### src/rational_arith_unit_core_macros.svh
// Assertion helpers shared by the core and GCD modules.
`ifndef RATIONAL_ARITH_UNIT_CORE_MACROS_SVH
`define RATIONAL_ARITH_UNIT_CORE_MACROS_SVH
`ifndef NO_ASSERTIONS
`define RAU_ASSERT_IMP(lbl, clk, rstn, ante, cons) \
    lbl: assert property (@(posedge clk) disable iff (!rstn) (ante) |-> (cons)) \
        else $error("assertion failed");
`define RAU_ASSERT_NXT(lbl, clk, rstn, ante, cons) \
    lbl: assert property (@(posedge clk) disable iff (!rstn) (ante) |=> (cons)) \
        else $error("assertion failed");
`else
`define RAU_ASSERT_IMP(lbl, clk, rstn, ante, cons)
`define RAU_ASSERT_NXT(lbl, clk, rstn, ante, cons)
`endif
`endif

### src/rau_pkg.sv
package rau_pkg;
    localparam int MagW = 32;
    localparam int NumW = 33;
    localparam int DenW = 32;
    localparam int InW  = 16;

    typedef enum logic [1:0] {
        OP_ADD = 2'd0,
        OP_SUB = 2'd1,
        OP_MUL = 2'd2,
        OP_DIV = 2'd3
    } op_t;

    typedef enum logic [2:0] {
        ST_IDLE, ST_MULT, ST_COMB, ST_GCD, ST_DIVN, ST_DIVD, ST_OUT
    } state_t;
endpackage

### src/rational_arith_unit_core.sv
// Sequence: multiply in three steps, combine, then for a zero numerator or zero
//   denominator straight to the output register; otherwise the GCD handshake
//   and two divides (numerator, then denominator) before the output register.
// Throughput: one item at a time; the next item is taken only in idle, which
//   follows the load of the result into the output register; that load waits
//   for the output register to drain.
// Reset: synchronous, active low; clears sequencer and valid flags only.
module rational_arith_unit_core (
    input  logic        aclk,
    input  logic        aresetn,
    input  logic        s_tvalid,
    output logic        s_tready,
    // opcode[1:0], first_num[17:2], first_den[33:18], second_num[49:34],
    // second_den[65:50], zero pad to 72
    input  logic [71:0] s_tdata,
    output logic        m_tvalid,
    input  logic        m_tready,
    // result_num[32:0], result_den[64:33], zero pad to 72
    output logic [71:0] m_tdata,
    // zero_den_error[0]
    output logic        m_tuser
);
    rau_pkg::state_t state_reg, state_next;
    rau_pkg::op_t    op_reg, op_next;
    logic signed [rau_pkg::InW-1:0] n1_reg, d1_reg, n2_reg, d2_reg;
    logic [1:0] step_reg, step_next;
    logic signed [31:0] p0_reg, p1_reg, p2_reg, prod;
    logic signed [rau_pkg::InW-1:0] mul_a, mul_b;

    logic signed [rau_pkg::NumW-1:0] raw_num;
    logic [rau_pkg::MagW-1:0] magn_reg, magn_next, magd_reg, magd_next;
    logic [rau_pkg::MagW-1:0] g_reg, g_next, qn_reg, qn_next;
    logic neg_reg, neg_next;

    logic signed [rau_pkg::NumW-1:0] res_num_reg, res_num_next;
    logic signed [rau_pkg::DenW-1:0] res_den_reg, res_den_next;
    logic res_err_reg, res_err_next;

    logic [rau_pkg::NumW-1:0] out_num_reg;
    logic [rau_pkg::DenW-1:0] out_den_reg;
    logic out_err_reg, out_valid_reg, out_load;

    // start/done pairs toward the iterative units
    logic gcd_start, gcd_done, div_start, div_done;
    logic [rau_pkg::MagW-1:0] gcd_val, div_q, div_dvd, div_dsr;

    logic s_acc;
    assign s_acc    = s_tvalid && s_tready;
    assign s_tready = (state_reg == rau_pkg::ST_IDLE);

    // shared multiplier: one product per cycle over three steps
    always_comb begin
        case (step_reg)
            2'd0: begin
                mul_a = n1_reg;
                mul_b = (op_reg == rau_pkg::OP_MUL) ? n2_reg : d2_reg;
            end
            2'd1: begin
                mul_a = n2_reg;
                mul_b = d1_reg;
            end
            default: begin
                mul_a = d1_reg;
                mul_b = (op_reg == rau_pkg::OP_DIV) ? n2_reg : d2_reg;
            end
        endcase
    end
    assign prod = 32'(mul_a) * 32'(mul_b);

    always_comb begin
        case (op_reg)
            rau_pkg::OP_ADD: raw_num = 33'(p0_reg) + 33'(p1_reg);
            rau_pkg::OP_SUB: raw_num = 33'(p0_reg) - 33'(p1_reg);
            default:         raw_num = 33'(p0_reg);
        endcase
    end

    // sequencer
    always_comb begin
        state_next   = state_reg;
        op_next      = op_reg;
        step_next    = step_reg;
        magn_next    = magn_reg;
        magd_next    = magd_reg;
        g_next       = g_reg;
        qn_next      = qn_reg;
        neg_next     = neg_reg;
        res_num_next = res_num_reg;
        res_den_next = res_den_reg;
        res_err_next = res_err_reg;
        gcd_start    = 1'b0;
        div_start    = 1'b0;
        div_dvd      = magn_reg;
        div_dsr      = gcd_val;
        out_load     = 1'b0;
        case (state_reg)
            rau_pkg::ST_IDLE: begin
                if (s_acc) begin
                    op_next    = rau_pkg::op_t'(s_tdata[1:0]);
                    step_next  = 2'd0;
                    state_next = rau_pkg::ST_MULT;
                end
            end
            rau_pkg::ST_MULT: begin
                step_next = step_reg + 2'd1;
                if (step_reg == 2'd2) state_next = rau_pkg::ST_COMB;
            end
            rau_pkg::ST_COMB: begin
                neg_next  = raw_num[rau_pkg::NumW-1] ^ p2_reg[31];
                magn_next = raw_num[rau_pkg::NumW-1] ? 32'(-raw_num)
                                                     : raw_num[rau_pkg::MagW-1:0];
                magd_next = p2_reg[31] ? 32'(-p2_reg) : 32'(p2_reg);
                if (p2_reg == '0) begin
                    // zero denominator: raw numerator, flagged
                    res_num_next = raw_num;
                    res_den_next = '0;
                    res_err_next = 1'b1;
                    state_next   = rau_pkg::ST_OUT;
                end else if (raw_num == '0) begin
                    res_num_next = 33'sd0;
                    res_den_next = 32'sd1;
                    res_err_next = 1'b0;
                    state_next   = rau_pkg::ST_OUT;
                end else begin
                    state_next = rau_pkg::ST_GCD;
                end
            end
            rau_pkg::ST_GCD: begin
                // kick off on entry: magnitudes were latched last cycle
                gcd_start = (step_reg == 2'd3);
                step_next = 2'd0;
                if (gcd_done) begin
                    g_next     = gcd_val;
                    div_start  = 1'b1;
                    state_next = rau_pkg::ST_DIVN;
                end
            end
            rau_pkg::ST_DIVN: begin
                div_dsr = g_reg;
                div_dvd = magd_reg;
                if (div_done) begin
                    qn_next    = div_q;
                    div_start  = 1'b1;
                    state_next = rau_pkg::ST_DIVD;
                end
            end
            rau_pkg::ST_DIVD: begin
                div_dsr = g_reg;
                if (div_done) begin
                    res_num_next = neg_reg ? -33'(qn_reg) : 33'(qn_reg);
                    res_den_next = div_q;
                    res_err_next = 1'b0;
                    state_next   = rau_pkg::ST_OUT;
                end
            end
            rau_pkg::ST_OUT: begin
                if (!out_valid_reg || m_tready) begin
                    out_load   = 1'b1;
                    state_next = rau_pkg::ST_IDLE;
                end
            end
            default: state_next = rau_pkg::ST_IDLE;
        endcase
    end

    always_ff @(posedge aclk) begin
        if (!aresetn) begin
            state_reg     <= rau_pkg::ST_IDLE;
            out_valid_reg <= 1'b0;
            step_reg      <= 2'd0;
        end else begin
            state_reg <= state_next;
            // step 3 in COMB marks the first GCD cycle
            step_reg  <= (state_reg == rau_pkg::ST_COMB) ? 2'd3 : step_next;
            if (out_load)      out_valid_reg <= 1'b1;
            else if (m_tready) out_valid_reg <= 1'b0;
        end
        op_reg      <= op_next;
        magn_reg    <= magn_next;
        magd_reg    <= magd_next;
        g_reg       <= g_next;
        qn_reg      <= qn_next;
        neg_reg     <= neg_next;
        res_num_reg <= res_num_next;
        res_den_reg <= res_den_next;
        res_err_reg <= res_err_next;
        if (s_acc) begin
            n1_reg <= s_tdata[17:2];
            d1_reg <= s_tdata[33:18];
            n2_reg <= s_tdata[49:34];
            d2_reg <= s_tdata[65:50];
        end
        if (state_reg == rau_pkg::ST_MULT) begin
            case (step_reg)
                2'd0:    p0_reg <= prod;
                2'd1:    p1_reg <= prod;
                default: p2_reg <= prod;
            endcase
        end
        if (out_load) begin
            out_num_reg <= res_num_reg;
            out_den_reg <= res_den_reg;
            out_err_reg <= res_err_reg;
        end
    end

    rau_gcd u_gcd (
        .aclk    (aclk),
        .aresetn (aresetn),
        .start   (gcd_start),
        .a_in    (magn_reg),
        .b_in    (magd_reg),
        .done    (gcd_done),
        .gcd     (gcd_val)
    );

    rau_div u_div (
        .aclk     (aclk),
        .aresetn  (aresetn),
        .start    (div_start),
        .dividend (div_dvd),
        .divisor  (div_dsr),
        .done     (div_done),
        .quotient (div_q)
    );

    assign m_tvalid = out_valid_reg;
    assign m_tdata  = {7'd0, out_den_reg, out_num_reg};
    assign m_tuser  = out_err_reg;

    `include "rational_arith_unit_core_macros.svh"

    `RAU_ASSERT_NXT(a_busy_after_accept, aclk, aresetn, s_acc, !s_tready)
    `RAU_ASSERT_IMP(a_err_den_zero, aclk, aresetn, m_tvalid && m_tuser, out_den_reg == '0)
    `RAU_ASSERT_IMP(a_den_positive, aclk, aresetn, m_tvalid && !m_tuser,
                    !out_den_reg[rau_pkg::DenW-1] && out_den_reg != '0)
endmodule

### src/rau_gcd.sv
// Binary GCD: one compare/subtract/shift step per cycle. Both operands nonzero.
`include "rational_arith_unit_core_macros.svh"

module rau_gcd (
    input  logic                     aclk,
    input  logic                     aresetn,
    input  logic                     start,
    input  logic [rau_pkg::MagW-1:0] a_in,
    input  logic [rau_pkg::MagW-1:0] b_in,
    output logic                     done,
    output logic [rau_pkg::MagW-1:0] gcd
);
    logic [rau_pkg::MagW-1:0] a_reg, a_next, b_reg, b_next;
    logic [4:0]               k_reg, k_next;
    logic                     busy_reg, busy_next, done_reg, done_next;

    always_comb begin
        a_next = a_reg;
        b_next = b_reg;
        k_next = k_reg;
        busy_next = busy_reg;
        done_next = 1'b0;
        if (start) begin
            a_next = a_in;
            b_next = b_in;
            k_next = '0;
            busy_next = 1'b1;
        end else if (busy_reg) begin
            if (a_reg == b_reg) begin
                busy_next = 1'b0;
                done_next = 1'b1;
            end else if (!a_reg[0] && !b_reg[0]) begin
                a_next = a_reg >> 1;
                b_next = b_reg >> 1;
                k_next = k_reg + 5'd1;
            end else if (!a_reg[0]) begin
                a_next = a_reg >> 1;
            end else if (!b_reg[0]) begin
                b_next = b_reg >> 1;
            end else if (a_reg > b_reg) begin
                a_next = (a_reg - b_reg) >> 1;
            end else begin
                b_next = (b_reg - a_reg) >> 1;
            end
        end
    end

    always_ff @(posedge aclk) begin
        if (!aresetn) begin
            busy_reg <= 1'b0;
            done_reg <= 1'b0;
        end else begin
            busy_reg <= busy_next;
            done_reg <= done_next;
        end
        a_reg <= a_next;
        b_reg <= b_next;
        k_reg <= k_next;
    end

    assign done = done_reg;
    assign gcd  = a_reg << k_reg;

    `RAU_ASSERT_IMP(a_gcd_nonzero, aclk, aresetn, done_reg, a_reg != '0)
endmodule

### src/rau_div.sv
// Restoring unsigned divider, one quotient bit per cycle.
module rau_div (
    input  logic                     aclk,
    input  logic                     aresetn,
    input  logic                     start,
    input  logic [rau_pkg::MagW-1:0] dividend,
    input  logic [rau_pkg::MagW-1:0] divisor,
    output logic                     done,
    output logic [rau_pkg::MagW-1:0] quotient
);
    localparam int CntW = $clog2(rau_pkg::MagW);

    logic [rau_pkg::MagW-1:0] rem_reg, rem_next, quo_reg, quo_next, dsr_reg, dsr_next;
    logic [CntW-1:0]          cnt_reg, cnt_next;
    logic                     busy_reg, busy_next, done_reg, done_next;
    logic [rau_pkg::MagW:0]   trial, diff;

    always_comb begin
        trial = {rem_reg, quo_reg[rau_pkg::MagW-1]};
        diff  = trial - {1'b0, dsr_reg};
        rem_next = rem_reg;
        quo_next = quo_reg;
        dsr_next = dsr_reg;
        cnt_next = cnt_reg;
        busy_next = busy_reg;
        done_next = 1'b0;
        if (start) begin
            rem_next = '0;
            quo_next = dividend;
            dsr_next = divisor;
            cnt_next = '0;
            busy_next = 1'b1;
        end else if (busy_reg) begin
            rem_next = diff[rau_pkg::MagW] ? trial[rau_pkg::MagW-1:0]
                                           : diff[rau_pkg::MagW-1:0];
            quo_next = {quo_reg[rau_pkg::MagW-2:0], ~diff[rau_pkg::MagW]};
            cnt_next = cnt_reg + CntW'(1);
            if (cnt_reg == CntW'(rau_pkg::MagW - 1)) begin
                busy_next = 1'b0;
                done_next = 1'b1;
            end
        end
    end

    always_ff @(posedge aclk) begin
        if (!aresetn) begin
            busy_reg <= 1'b0;
            done_reg <= 1'b0;
        end else begin
            busy_reg <= busy_next;
            done_reg <= done_next;
        end
        rem_reg <= rem_next;
        quo_reg <= quo_next;
        dsr_reg <= dsr_next;
        cnt_reg <= cnt_next;
    end

    assign done     = done_reg;
    assign quotient = quo_reg;
endmodule
### config.mk
export PLATFORM = sky130hd
export DESIGN_NAME = rational_arith_unit_core
export DESIGN_NICKNAME = d
export VERILOG_FILES = /design/src/rau_pkg.sv /design/src/rational_arith_unit_core.sv /design/src/rau_gcd.sv /design/src/rau_div.sv
export VERILOG_INCLUDE_DIRS = /design/src /design/src/src
export SDC_FILE = /design/constraint.sdc
export NUM_CORES = 2
export LEC_CHECK = 0
export BUFFER_PORTS_ARGS = -buffer_cell sky130_fd_sc_hd__buf_2
export CAP_MARGIN = 20
export CELL_PAD_IN_SITES_DETAIL_PLACEMENT = 1
export CELL_PAD_IN_SITES_GLOBAL_PLACEMENT = 2
export CORE_MARGIN = 2
export CORE_UTILIZATION = 41
export CTS_CLUSTER_SIZE = 14
export DETAILED_ROUTE_END_ITERATION = 6
export HOLD_SLACK_MARGIN = 0.03
export PLACE_DENSITY = 0.9
export SLEW_MARGIN = 40
export SYNTH_ARGS = -nofsm -noshare
export SYNTH_HDL_FRONTEND = slang
export SYNTH_SLANG_ARGS = --single-unit
### constraint.sdc
create_clock -name aclk -period 10.8 [get_ports aclk]
set_input_delay 1.62 -clock aclk [delete_from_list [all_inputs] [get_ports aclk]]
set_output_delay 1.62 -clock aclk [all_outputs]
set_load 0.1 [all_outputs]
### Word-level counts from Yosys, hierarchy flattened

Index checks and enable logic that the tools add are counted.

* add/sub/neg operators: 11
* multiply operators: 1
* div/mod/pow operators: 0
* magnitude comparators: 1
* eq/ne operators: 26
* shift operators: 1
* mux-type cells: 67
* bitwise logic cells: 7
* reductions and logical operators: 35

Operators by type and width (number)
* 32-bit two-way mux: 23
* 33-bit two-way mux: 4
* 33-bit case mux with 2 select lines: 2
* 32-bit negation: 2
* 16-bit case mux with 2 select lines: 2
* 32-bit case mux with 2 select lines: 1
* 32-bit subtractor: 2
* 32-bit by 32-bit adder with 33-bit output: 1
* 33-bit logical NOT: 1
* 32-bit negation with 33-bit output: 1
* 32-bit by 32-bit subtractor with 33-bit output: 1
* 33-bit by 32-bit subtractor with 33-bit output: 1
* 32-bit == test: 1
* 32-bit > comparator: 1
* 32-bit logical NOT: 1
* 16-bit by 16-bit multiplier with 32-bit output: 1
* 16-bit two-way mux: 2
* 32-bit by 5-bit left shift with 32-bit output: 1
* 31-bit two-way mux: 1
* 3-bit two-way mux: 8
* 3-bit case mux with 7 select lines: 1
* 1-bit two-way mux: 18
* 2-bit AND reduction: 8
* 4-bit inequality test, second input constant: 3
* other kinds (30): 62

* register bits: 603
* latch bits: 0
* bits in writable memories: 0
* bits in read-only memories: 0
* bits of input ports: 76
* memories: 0

### Longest topological paths before layout

* depth in word-level cells: 8
* depth in mapped cells: 36
* depth with buffers taken out: 30

### Cells and area by module

A second synthesis with hierarchy kept.

* cells, all modules: 4406
* area total of the unflattened synthesis: 44910.6 um^2

By module, submodules not included
* rational_arith_unit_core: times used 1, cells each 2755, area each 30280.3 um^2, sequential area each 12822.3 um^2
* rau_gcd: times used 1, cells each 1066, area each 8583.2 um^2, sequential area each 2062.0 um^2
* rau_div: times used 1, cells each 585, area each 6047.0 um^2, sequential area each 2702.6 um^2

### Worst setup path after synthesis

Ideal clock, no wire load.

* path kind: flip-flop to flip-flop
* start: register op_reg[1]
* end: register p0_reg[30], data pin
* arrival: 8041 ps
* required time: 10533 ps
* setup slack: 2492 ps
* cell stages (with the launch flop): 28
* clock period less this slack: 8308 ps
* cell sequence: edfxtp_1 -> buf_2 -> buf_1 -> clkbuf_1 -> clkbuf_1 -> buf_1 -> nand2_1 -> buf_1 -> mux2i_1 -> o221ai_1 -> nand2_1 -> inv_1 -> fa_1 -> fa_1 -> fa_1 -> fa_1 -> fa_1 -> inv_1 -> fa_1 -> inv_1 -> ha_1 -> nor2b_1 -> o21ai_0 -> nand2_1 -> o41ai_1 -> o2111ai_1 -> a21oi_1 -> xnor2_1

* cells in the longest elaborated chain, start to end: 4

RTL lines
* from (decl): line rational_arith_unit_core.sv:24 `rau_pkg::op_t op_reg, op_next;`
* from (signal assigned): line rational_arith_unit_core.sv:178 `op_reg <= op_next;`
* 2-bit == test (on tied branches): line rational_arith_unit_core.sv:64, rational_arith_unit_core.sv:56
* 16-bit two-way mux (on tied branches): line rational_arith_unit_core.sv:64, rational_arith_unit_core.sv:56
* 16-bit case mux with 2 select lines *: line rational_arith_unit_core.sv:53 `case (step_reg)`
* 16-bit by 16-bit multiplier with 32-bit output *: line rational_arith_unit_core.sv:68 `assign prod = 32'(mul_a) * 32'(mul_b);`
* net prod[30]: line rational_arith_unit_core.sv:27 `logic signed [31:0] p0_reg, p1_reg, p2_reg, prod;`
* to (signal assigned): line rational_arith_unit_core.sv:195 `2'd0: p0_reg <= prod;`
* to (decl): line rational_arith_unit_core.sv:27

Mark *: on every way through the listed nets, which the timed path passes. The rest lies on a longest branch.
A chain may end at the register's enable or synchronous reset.

### Worst setup path in the final report

* start: register step_reg[0]
* end: register p2_reg[30], data pin

* cells in the longest elaborated chain, start to end: 3

RTL lines
* from (decl): line rational_arith_unit_core.sv:26 `logic [1:0] step_reg, step_next;`
* from (signal assigned): line rational_arith_unit_core.sv:174 `step_reg <= (state_reg == rau_pkg::ST_COMB) ? 2'd3 : step_next;`
* 2-bit by 1-bit == test with 1-bit output or 2-bit logical NOT (tied branches): line rational_arith_unit_core.sv:53
* 16-bit case mux with 2 select lines: line rational_arith_unit_core.sv:53
* 16-bit by 16-bit multiplier with 32-bit output *: line rational_arith_unit_core.sv:68
* net prod[30]: line rational_arith_unit_core.sv:27
* to (signal assigned): line rational_arith_unit_core.sv:197 `default: p2_reg <= prod;`
* to (decl): line rational_arith_unit_core.sv:27

Marked as above.

==> results by stage <==
Outcome:
- The flow ran to the end, and the final reports show no timing, DRC or antenna violations.

Worst setup path:
- On the worst path, the slowest cell contributes a delay of 0.92 ns.
- The endpoint kind of the worst setup timing path is a flip-flop.
- The launching instance or port of the critical path is step_reg[0]$_SDFFE_PN0P_.
- The required time of the critical path is 11.18 ns.
- The worst setup path is of the flip-flop to flip-flop kind.
- In this run the critical register-to-register path is launched from step_reg[0]$_SDFFE_PN0P_.
- The cell seen most often among critical-path stages is sky130_fd_sc_hd__fa_1.
- The worst setup path is launched from a flip-flop.
- The critical path goes through inv_1 -> ha_1 -> or2_2 -> buf_4 -> o221ai_1 -> nand2_1 -> inv_1 -> fa_1 -> fa_1 -> fa_1 -> fa_1 -> fa_1 -> inv_1 -> fa_1 -> inv_1 -> ha_1 -> nor2b_1 -> o21ai_0 -> nand2_1 -> o41ai_1 -> o2111ai_1 -> a21oi_1 -> xnor2_1.
- The slowest stage of the critical path belongs to the cell sky130_fd_sc_hd__fa_1.
- The maximum net fanout on the critical path is 29.
- The data arrival at the endpoint of the critical path is 9.56 ns.

Yosys:
- Among all flip-flop cells after synthesis, the most frequent one is sky130_fd_sc_hd__edfxtp_1.
- The number of synthesized flops with an enable pin is 551.
- The synthesized netlist occupies a cell area of 44100 sq um.
- Yosys mapped the design onto 90 distinct sky130hd cell types.
- The share of synthesized area in the top cell type comes to 37.5%.
- The synthesis warning total is 0.
- After synthesis, the cell types taking the most area are sky130_fd_sc_hd__edfxtp_1, sky130_fd_sc_hd__fa_1, sky130_fd_sc_hd__ha_1.
- Synthesis produced a netlist whose cell count is 4392.
- By count the netlist is led by sky130_fd_sc_hd__edfxtp_1, sky130_fd_sc_hd__inv_1, sky130_fd_sc_hd__nand2_1.
- The async set-reset flop share out of synthesis is 0%.
- Summed over all instances, the cell type with the most area after synthesis is sky130_fd_sc_hd__edfxtp_1.
- Synthesis inferred 603 register bits.
- The average cell area after synthesis is 10.1 sq um.
- The proportion of synthesized chip area in sequential cells is 39.8%.
- sky130_fd_sc_hd__edfxtp_1 is the most common cell in the netlist.

Floorplanning:
- The full die area is 110000 sq um.
- During I/O placement, the number of pins put on the boundary was 151.
- The placeable core region is 107000 sq um.
- The overall die width is 332 um.
- The y dimension of the die is 332 um.
- The starting density of the core is 41.3%.
- Row generation in the floorplan step produced 120 rows.

Hold path:
- The critical hold path startpoint is res_num_reg[26]$_DFFE_PP_.
- The path category of the worst min-delay check is flip-flop to flip-flop.

Detailed routing:
- The starting DRC count in detailed routing is 2715.
- In the final routed layout, each cell accounts on average for 23.4 um.
- The number of vias per cell after detailed routing is 5.71.
- Detailed routing inserted a total of 33800 vias.
- The length of routed wiring on met1 is 59.9 mm.
- The residual antenna-violating net count after detailed routing is 0.
- Before antenna repair, the detailed router went through 6 iterations.
- The length of routed met2 wiring is 65.5 mm.
- For this run, design rule violations remaining after detail routing come to 0.
- Signal routing reaches up to met4.
- The met3 layer wire length in the routed design is 7.24 mm.
- The final wirelength is 138 mm.

Clock network:
- The count of clock tree sinks is 603.
- The TritonCTS clock tree is yes.
- The clock tree root driver cell is sky130_fd_sc_hd__clkbuf_16.
- Once the clock tree was built, the setup fixing pass inserted 0 buffers.
- In this run the number of H-tree levels came out at 3.
- In this run, CTS created clock tree buffers numbering 73.
- Buffers inserted to repair hold after CTS numbered 0.
- The clock slew seen by the registers of the worst setup and hold paths is 0.06 ns.
- The number of cells upsized or downsized after cts is 0.
- The clock passes through at most 3 buffers.
- The insertion delay to the later sink of the worst-skew pair is 0.67 ns.

Placed design:
- At the end of routability-driven placement, the weighted congestion stood at 0.949.
- The count of buffers from port buffering is 137.
- Once detailed placement completed, the half-perimeter wirelength came to 106 mm.

Final layout:
- In the final layout, the multi-input gates occupy 24200 sq um.
- The share of cells above drive strength 1 is 9.48%.
- Counting the fill cells in the layout gives 11900.
- Registers take 17600 sq um.
- The number of nets in the final layout is 5022.
- From synthesis to final layout, the design area changed by 10.6%.

Flow run:
- The number of max-capacitance violations reported is 0.

STA:
- The share of the clock period used by the worst path is 85.0%.
- Static timing analysis puts the maximum clock frequency at 0.109 GHz.
- The final number of hold-violating endpoints is 0.
- Headroom to the max-slew limit came out at 38.8%.
- Setup violations remaining at the end of the flow were counted as 0.
- For the pin with the worst max-slew slack, the measured transition is 0.916 ns.
- Setup repair after global routing left no endpoint under its margin.
- The final number of max-transition violations is 0.
- The clock period minus worst slack is 9.18 ns.
- The setup skew after layout is 0.0255 ns.
- Adding up every negative setup slack in the final design gives 0 ns.

Global routing:
- The first global-routing pass estimated 213 mm of wire.
- The combined global-route utilization of all metal layers is 24.8%.
- For this run the aggregate overflow at the end of global routing stands at 0.
- The maximum number of pins on one net before global-route repair is 76.
- The via count of the first global-routing pass is 35200.
- The initial antenna violation count is 1.
stage by stage:
| step | hold WS (ns) | util, % | std cells | cell area [sq um] | setup WS (ns) |
|---|---|---|---|---|---|
| floorplan | 0.400 | - | 4398 | 44200 | 2.49 |
| global placement | 0.403 | 43.3 | 5783 | 46300 | 1.81 |
| detailed placement | 0.406 | 43.4 | 5785 | 46400 | 1.67 |
| CTS | 0.418 | 45.6 | 5919 | 48800 | 1.62 |
| global route | 0.418 | 45.7 | 5920 | 48800 | 1.17 |
| finish | 0.415 | 45.7 | 5921 | 48800 | 1.62 |
placed cells by master, fill, tap and decap left out, types with 43 or more instances in the layout:
cell type	instances
sky130_fd_sc_hd__and2_1	43
sky130_fd_sc_hd__xnor2_1	168
sky130_fd_sc_hd__nor2b_1	51
sky130_fd_sc_hd__and3_1	51
sky130_fd_sc_hd__nand3_1	67
sky130_fd_sc_hd__buf_4	56
sky130_fd_sc_hd__a221oi_1	45
sky130_fd_sc_hd__clkbuf_16	73
sky130_fd_sc_hd__xor2_1	90
sky130_fd_sc_hd__buf_2	137
sky130_fd_sc_hd__nor3_1	47
sky130_fd_sc_hd__nand2_1	417
sky130_fd_sc_hd__o21ai_0	253
sky130_fd_sc_hd__edfxtp_1	551
sky130_fd_sc_hd__fa_1	266
sky130_fd_sc_hd__ha_1	221
sky130_fd_sc_hd__a21o_1	64
sky130_fd_sc_hd__inv_1	445
sky130_fd_sc_hd__nor2_1	404
sky130_fd_sc_hd__mux2i_1	128
sky130_fd_sc_hd__o21a_1	43
sky130_fd_sc_hd__dfxtp_1	47
sky130_fd_sc_hd__a21oi_1	253
cell type report:
| type | instances | area share [%] |
|---|---|---|
| tap | 1403 | 3.59 |
| timing repair buffer | 199 | 2.42 |
| clock inverter | 43 | 0.948 |
| inverter | 447 | 3.44 |
| sequential | 603 | 36.0 |
| clock buffer | 91 | 3.92 |
| antenna | 1 | 0.00512 |
| multi-input combinational | 3134 | 49.6 |
final timing paths:
kind | end | slack, ns | cells after the start
hold reg to reg | out_num_reg[26]$_DFFE_PP_ | 0.42 | 0
setup / recovery | p2_reg[30]$_DFFE_PP_ | 1.62 | 23
hold / removal | out_num_reg[26]$_DFFE_PP_ | 0.42 | 0
setup reg to reg | p2_reg[30]$_DFFE_PP_ | 1.62 | 23
critical path: cells and delay by family (launching register included):
kind	cells	cell delay, ns
compound gates	5	1.71
xor+xnor	1	0.28
fa+ha+maj	8	4.60
buf+inv	5	0.79
flops	1	0.34
simple gates	4	1.14
per-layer routing:
layer | up-vias | track usage [%]
li1 | 15500 | -
met1 | 17100 | 32.7
met2 | 1034 | 41.3
met3 | 249 | 3.05
met4 | 0 | 9.94
met5 | - | 0
cells by family after synthesis:
family,count (synthesis),share of synthesized area (%)
other cells,1,0.00850
flops,603,39.8
mux,163,4.00
compound gates,950,13.6
simple gates,1266,13.3
xor+xnor,260,5.18
buf+inv,661,5.73
fa+ha+maj,488,18.4
Power is left out: the tool's default activity adds up to more than one toggle a clock period on the data nets, which glitch-free logic cannot reach.
